--- src/hw/rtl/cdec_pkg.sv ---
// Package for the chunked transfer decoder.
// Holds the item structs, result kinds, parse phases and the hex digit decode.
// No dependencies.
package cdec_pkg;

	// Longest size field, in hex digits, that a size line may carry (1 to 15).
	localparam int unsigned SIZE_DIGITS = 8;
	localparam logic [4:0]  SIZE_DIGITS_W = 5'(SIZE_DIGITS);

	localparam int unsigned SIZE_W = 32;
	localparam logic [3:0]  DIGIT_CNT_MAX = 4'd15;

	localparam logic [7:0] CHAR_CR = 8'h0D;
	localparam logic [7:0] CHAR_LF = 8'h0A;

	typedef enum logic [1:0] {
		KIND_DATA = 2'd0,
		KIND_END  = 2'd1,
		KIND_ERR  = 2'd2
	} kind_t;

	typedef enum logic [7:0] {
		PH_SIZE    = 8'b0000_0001,
		PH_SIZE_LF = 8'b0000_0010,
		PH_DATA    = 8'b0000_0100,
		PH_SKIP_A  = 8'b0000_1000,
		PH_SKIP_B  = 8'b0001_0000,
		PH_OPT_CR  = 8'b0010_0000,
		PH_OPT_LF  = 8'b0100_0000,
		PH_HALT    = 8'b1000_0000
	} phase_t;

	typedef struct packed {
		logic [7:0] in_byte;
		logic       restart;
	} body_item_t;

	typedef struct packed {
		kind_t      kind;
		logic [7:0] out_byte;
	} res_item_t;

	// What the parser produces for one item: a result or none.
	typedef struct packed {
		logic      vld;
		res_item_t item;
	} step_res_t;

	typedef struct packed {
		logic       is_hex;
		logic [3:0] value;
	} hex_digit_t;

	function automatic hex_digit_t hex_decode(input logic [7:0] b);
		hex_digit_t d;
		d.is_hex = 1'b0;
		d.value  = 4'd0;
		if (b >= 8'h30 && b <= 8'h39) begin
			d.is_hex = 1'b1;
			d.value  = 4'(b - 8'h30);
		end else if (b >= 8'h61 && b <= 8'h66) begin
			d.is_hex = 1'b1;
			d.value  = 4'(b - 8'h57);
		end else if (b >= 8'h41 && b <= 8'h46) begin
			d.is_hex = 1'b1;
			d.value  = 4'(b - 8'h37);
		end
		return d;
	endfunction

endpackage

--- src/hw/rtl/cdec_parser.sv ---
// Parse state and one-byte step logic of the chunked transfer decoder.
// Depends on cdec_pkg.
module cdec_parser (
	input  logic                clk,
	input  logic                arst_n,
	input  logic                step,
	input  cdec_pkg::body_item_t item,
	output cdec_pkg::step_res_t  res
);
	import cdec_pkg::*;

	phase_t              phase_q, phase_n;
	logic [SIZE_W-1:0]   size_accum_q, size_accum_n;
	logic [SIZE_W-1:0]   bytes_left_q, bytes_left_n;
	logic [3:0]          digit_count_q, digit_count_n;
	logic                digits_closed_q, digits_closed_n;

	// State as seen by this byte, after an optional restart.
	phase_t              ph;
	logic [SIZE_W-1:0]   acc, left;
	logic [3:0]          cnt;
	logic                closed;

	// Size line inputs; the optional CR slot starts a fresh line.
	logic [SIZE_W-1:0]   l_acc;
	logic [3:0]          l_cnt;
	logic                l_closed;

	hex_digit_t          hd;
	logic [SIZE_W-1:0]   left_dec;
	logic [7:0]          b;

	always_comb begin
		b        = item.in_byte;
		hd       = hex_decode(b);
		ph       = item.restart ? PH_SIZE : phase_q;
		acc      = item.restart ? '0 : size_accum_q;
		left     = item.restart ? '0 : bytes_left_q;
		cnt      = item.restart ? 4'd0 : digit_count_q;
		closed   = item.restart ? 1'b0 : digits_closed_q;
		l_acc    = (ph == PH_OPT_CR) ? '0 : acc;
		l_cnt    = (ph == PH_OPT_CR) ? 4'd0 : cnt;
		l_closed = (ph == PH_OPT_CR) ? 1'b0 : closed;
		left_dec = left - SIZE_W'(1);

		phase_n         = ph;
		size_accum_n    = acc;
		bytes_left_n    = left;
		digit_count_n   = cnt;
		digits_closed_n = closed;
		res.vld           = 1'b0;
		res.item.kind     = KIND_DATA;
		res.item.out_byte = 8'd0;

		unique case (ph)
			PH_SIZE_LF: begin
				if (b != CHAR_LF || cnt == 4'd0) begin
					phase_n = PH_HALT;
					res.vld = 1'b1;
					res.item.kind = KIND_ERR;
				end else if (acc == '0) begin
					phase_n = PH_HALT;
					res.vld = 1'b1;
					res.item.kind = KIND_END;
				end else begin
					bytes_left_n    = acc;
					size_accum_n    = '0;
					digit_count_n   = 4'd0;
					digits_closed_n = 1'b0;
					phase_n         = PH_DATA;
				end
			end
			PH_DATA: begin
				bytes_left_n = left_dec;
				if (left_dec == '0) begin
					phase_n = PH_SKIP_A;
				end
				res.vld = 1'b1;
				res.item.out_byte = b;
			end
			PH_SKIP_A: begin
				phase_n = PH_SKIP_B;
			end
			PH_SKIP_B: begin
				phase_n = PH_OPT_CR;
			end
			PH_OPT_LF: begin
				if (b == CHAR_LF) begin
					phase_n = PH_SIZE;
				end else begin
					phase_n = PH_HALT;
					res.vld = 1'b1;
					res.item.kind = KIND_ERR;
				end
			end
			PH_SIZE, PH_OPT_CR: begin
				size_accum_n    = l_acc;
				digit_count_n   = l_cnt;
				digits_closed_n = l_closed;
				if (b == CHAR_CR) begin
					phase_n = (ph == PH_OPT_CR) ? PH_OPT_LF : PH_SIZE_LF;
				end else begin
					phase_n = PH_SIZE;
					if (hd.is_hex && !l_closed) begin
						if ({1'b0, l_cnt} >= SIZE_DIGITS_W) begin
							phase_n = PH_HALT;
							res.vld = 1'b1;
							res.item.kind = KIND_ERR;
						end else begin
							// Saturate once a nonzero nibble would fall off the top.
							if (l_acc[SIZE_W-1 -: 4] != 4'd0) begin
								size_accum_n = '1;
							end else begin
								size_accum_n = {l_acc[SIZE_W-5:0], hd.value};
							end
							if (l_cnt < DIGIT_CNT_MAX) begin
								digit_count_n = l_cnt + 4'd1;
							end
						end
					end else begin
						digits_closed_n = 1'b1;
					end
				end
			end
			default: begin
				// Halted: bytes are dropped until a restart.
			end
		endcase
	end

	always_ff @(posedge clk or negedge arst_n) begin
		if (!arst_n) begin
			phase_q         <= PH_SIZE;
			size_accum_q    <= '0;
			bytes_left_q    <= '0;
			digit_count_q   <= 4'd0;
			digits_closed_q <= 1'b0;
		end else if (step) begin
			phase_q         <= phase_n;
			size_accum_q    <= size_accum_n;
			bytes_left_q    <= bytes_left_n;
			digit_count_q   <= digit_count_n;
			digits_closed_q <= digits_closed_n;
		end
	end

endmodule

--- src/hw/rtl/chunked_transfer_decoder.sv ---
// Top level of the chunked transfer decoder: input register, parser, result register.
// Depends on cdec_pkg and cdec_parser.
//
//   channel | signals                      | payload
//   --------+------------------------------+------------------------------
//   body    | body_valid / body_ready      | body_item_t {in_byte, restart}
//   res     | res_valid  / res_ready       | res_item_t  {kind, out_byte}
//
// Each byte is parsed while it sits in the input register, and its result, if
// any, is registered in the result register when the parse step runs; a stalled
// result register holds off that step.
// The block sustains one byte per clock while results are taken; the limit is
// the parse step, which reads and updates the parse state for each byte.
// A stalled result register holds the next byte in the input register, and
// body_ready drops only while both registers are full and the result is not taken.
// Reset puts the parser at the start of a size line with both registers empty.
module chunked_transfer_decoder (
	input  logic                  clk,
	input  logic                  arst_n,
	input  logic                  body_valid,
	output logic                  body_ready,
	input  cdec_pkg::body_item_t  body,
	output logic                  res_valid,
	input  logic                  res_ready,
	output cdec_pkg::res_item_t   res
);
	import cdec_pkg::*;

	// Input register: the byte waiting to be parsed.
	logic       body_valid_s1;
	body_item_t body_s1;

	// Result register.
	logic       res_valid_q;
	res_item_t  res_q;

	logic       step;
	step_res_t  step_res;

	// The parse step runs when there is a byte and room for what it may produce.
	assign step       = body_valid_s1 && (!res_valid_q || res_ready);
	assign body_ready = !body_valid_s1 || step;

	cdec_parser u_parser (
		.clk    (clk),
		.arst_n (arst_n),
		.step   (step),
		.item   (body_s1),
		.res    (step_res)
	);

	always_ff @(posedge clk or negedge arst_n) begin
		if (!arst_n) begin
			body_valid_s1 <= 1'b0;
		end else if (body_ready) begin
			body_valid_s1 <= body_valid;
		end
	end

	always_ff @(posedge clk) begin
		if (body_ready && body_valid) begin
			body_s1 <= body;
		end
	end

	always_ff @(posedge clk or negedge arst_n) begin
		if (!arst_n) begin
			res_valid_q <= 1'b0;
		end else if (!res_valid_q || res_ready) begin
			res_valid_q <= step && step_res.vld;
		end
	end

	always_ff @(posedge clk) begin
		if (step && step_res.vld) begin
			res_q <= step_res.item;
		end
	end

	assign res_valid = res_valid_q;
	assign res       = res_q;

	// End and error results never carry a payload byte.
	assert property (@(posedge clk) disable iff (!arst_n)
		(res_valid_q && res_q.kind != KIND_DATA) |-> (res_q.out_byte == 8'd0))
		else $error("non-data result carries a payload byte");

	// A stalled result keeps the next byte parked, unchanged, in the input register.
	assert property (@(posedge clk) disable iff (!arst_n)
		(body_valid_s1 && res_valid_q && !res_ready) |=> (body_valid_s1 && $stable(body_s1)))
		else $error("input register lost a byte during an output stall");

	// A new result appears only after a parse step.
	assert property (@(posedge clk) disable iff (!arst_n)
		$rose(res_valid_q) |-> $past(step))
		else $error("result appeared without a parse step");

endmodule

--- config.mk ---
export PLATFORM = sky130hd
export DESIGN_NAME = chunked_transfer_decoder
export DESIGN_NICKNAME = d
export VERILOG_FILES = /design/src/hw/rtl/cdec_pkg.sv /design/src/hw/rtl/cdec_parser.sv /design/src/hw/rtl/chunked_transfer_decoder.sv
export SDC_FILE = /design/constraint.sdc
export NUM_CORES = 1
export LEC_CHECK = 0
export BUFFER_PORTS_ARGS = -buffer_cell sky130_fd_sc_hd__buf_2
export CAP_MARGIN = 20
export CORE_ASPECT_RATIO = 1.75
export CORE_MARGIN = 5
export CORE_UTILIZATION = 50
export CTS_CLUSTER_DIAMETER = 150
export DETAILED_ROUTE_END_ITERATION = 8
export PLACE_DENSITY = 0.67
export SYNTH_ARGS = -nofsm -noshare
export SYNTH_HDL_FRONTEND = slang
export SYNTH_SLANG_ARGS = --single-unit
--- constraint.sdc ---
create_clock -name clk -period 6.7 [get_ports clk]
set_clock_uncertainty 0.1 [all_clocks]
set_input_delay 0.335 -clock clk [delete_from_list [all_inputs] [get_ports clk]]
set_output_delay 0.335 -clock clk [all_outputs]
set_load 0.02 [all_outputs]
==> flow_summary.yaml <==
sta:
  setup_viol: 0
  worst_pin_slew_ns: 0.970
  drv_slew: 0
  fin_crit_sh: 0.606
  maxSlewHeadroom: 0.354
  hold_viol_final: 0
  fin_setup_tns_ns: 0
  period_needed_ns: 4.06
  clock.fmax_mhz: 246
  rsz0062_at_grt: "false"
grt:
  grt_overflow: 0
  track_usage: 0.275
  grt_max_degree: 80
  first_global_vias: 5698
  grt_pass1_wl_mm: 31.4
  antenna_found_initial: 0
detailed_routing:
  postRouteAntennaNets: 0
  drc: 0
  routed_wl_mm: 19.8
  wl_met1_mm: 7.36
  vias_per_cell: 6.87
  highest_layer: "met4"
  drtIter0Drc: 528
  num_vias: 5940
  wl_met3_mm: 1.17
  met2WireLength_mm: 10.3
  wl_per_cell_um: 22.9
  firstDrtPassIters: 6
logic_synthesis:
  yosysTopAreaCellShare: 0.314
  synth_edf_count: 19
  ys_ff_latch: 98
  ys.flop_type: "dfrtp_1"
  yosys.cell_types.count: 70
  yosysWarnings: 0
  async_flop_share: 0.806
  synthTopCellsByArea: "dfrtp_1, edfxtp_1, o21ai_0, mux2i_1, nand2_1"
  synth_cells: 703
  synth_area_leader_cell: "dfrtp_1"
  avgSynthCellArea_um2: 8.86
  syn_area_um2: 6230
  synth_nets: 723
  ys_seq_area_frac: 0.409
final_layout:
  final_nets: 712
  final_cells: 865
  seq_area_um2: 2550
  fillers: 1129
  drive_gt1_frac: 0.0890
  area_growth_pct: 8.52
  mostFrequentLayoutCells: "dfrtp_1, o21ai_0, nand2_1"
  n_antenna_cell: 0
  layout_commonest_cell: "dfrtp_1"
  multiInputGateArea_um2: 3390
clock_tree:
  cts-root-buf: "clkbuf_16"
  insertion_delay_ns: 0.36
  post_cts_buffers: 0
  cts_resized: 0
  cts_max_level: 3
  cts_tree: "built"
  cts.path.max_buffers: 2
  cts_buffers: 9
  clk_pin_slew_ns: 0.07
  numClockSinks: 98
floorplan:
  die_h_um: 158
  start_util: 0.504
  core-area_um2: 12400
  die_w_um: 94.4
  rows: 54
  fp.dieArea_um2: 14900
  ios: 25
status:
  outcome: "finished, final reports clean"
placed_design:
  dp_hpwl_mm: 13.7
  port_buffers: 24
  gp_congestion: 1.01
  place_inst: 846
pwr:
  p_leak_nw: 2.73
  p_per_area_nw_per_um2: 206
  ir_drop_mv: 0.169
worst_setup_path:
  arrival_ns: 4.19
  worstSetupPathType: "reg -> reg"
  cp-start-kind: "flop"
  cp.required_ns: 6.83
  end_kind: "flop"
  critPathMaxFanout: 28
flow_run:
  cap_violations: 0
min_path:
  hold_path.class: "in -> reg"
synth_stat cells (15+ instances only):
master,instances
o21ai_0,68
a21oi_1,33
nor4_1,24
a22o_1,26
and2_1,15
nor3_1,21
nand2_1,64
mux2i_1,26
dfrtp_1,78
edfxtp_1,19
nor2_1,50
clkbuf_1,53
a22oi_1,17
worst max-delay path: stages (launching register included):
cell and delay (ns):
edfxtp_1 0.36, inv_2 0.22, nand2_1 0.17, ha_1 0.30, or4b_1 0.66, or3_1 0.39
o31a_1 0.24, or4_1 0.46, or4_1 0.51, nor4_2 0.40, o31ai_1 0.12
through the flow:
step / instance area (um2) / setup slack, ns / util / total power, mW / hold slack [ns]
5_1_grt: 6760 / 2.50 / 0.546 / 1.45 / 0.0532
6_report: 6760 / 2.64 / 0.546 / 1.39 / 0.0532
2_1_floorplan: 6230 / 2.79 / - / 0.804 / -0.0606
3_5_place_dp: 6410 / 2.66 / 0.518 / 0.873 / 0.413
4_1_cts: 6700 / 2.65 / 0.542 / 1.39 / 0.0496
3_3_place_gp: 6410 / 2.82 / 0.518 / 0.869 / 0.408
report_power, final:
part | switching (mW) | internal [mW] | leakage, nW
Clock | 0.256 | 0.263 | 0.145
Combinational | 0.151 | 0.0762 | 1.31
Sequential | 0.0244 | 0.620 | 1.28
state kept, by name, indices dropped and copies added, names as in the netlist:
| name | flops |
|---|---|
| res | 10 |
| u_parser.phase_q | 8 |
| u_parser.size_accum_q | 32 |
| u_parser.digits_closed_q | 1 |
| body_valid_s1 | 1 |
| body_s1 | 9 |
| u_parser.bytes_left_q | 32 |
| res_valid | 1 |
| u_parser.digit_count_q | 4 |
worst paths after layout:
path                       slack [ns]                        end                      start  depth (start not counted)
max                              2.64        u_parser.phase_q[2]                 body_s1[0]                         10
min                              0.05                 body_s1[6]                    body[6]                          1
max in group asynchronous        5.61        u_parser.phase_q[0]                     arst_n                          3
min in group asynchronous        0.25  u_parser.bytes_left_q[26]                     arst_n                          2
min reg2reg                      0.45  u_parser.digit_count_q[1]  u_parser.digit_count_q[1]                          1
max reg2reg                      2.64        u_parser.phase_q[2]                 body_s1[0]                         10
cell families (layout without fill, tap and decap cells):
logic type	after synthesis	count (layout)	synth area share
buffers and inverters	75	69	0.0474
and+or+nand+nor	243	243	0.202
xor gates and xnor gates	8	8	0.0113
AOI/OAI and AO/OA	245	245	0.272
adders and majority gates	7	7	0.0141
muxes	27	27	0.0436
DFF	98	98	0.409
what timing repair did:
item | CTS | global route
setup endpoints to repair | 0 | 0
hold buffers | 0 | 1
hold endpoints to repair | 0 | 8
layout make-up:
class	count	share of cell area
clock inverter	7	0.0106
inverter	15	0.00833
multi-input combinational	530	0.501
clock buffer	9	0.0333
timing repair buffer	38	0.0381
sequential	98	0.377
tap	168	0.0311
metal layers:
metal / up-vias / global-route usage
met5: - / 0
met4: 0 / 0.153
met3: 74 / 0.0376
met2: 279 / 0.472
met1: 2922 / 0.328
li1: 2665 / -
No activity file was read; power rests on OpenSTA's default activity.
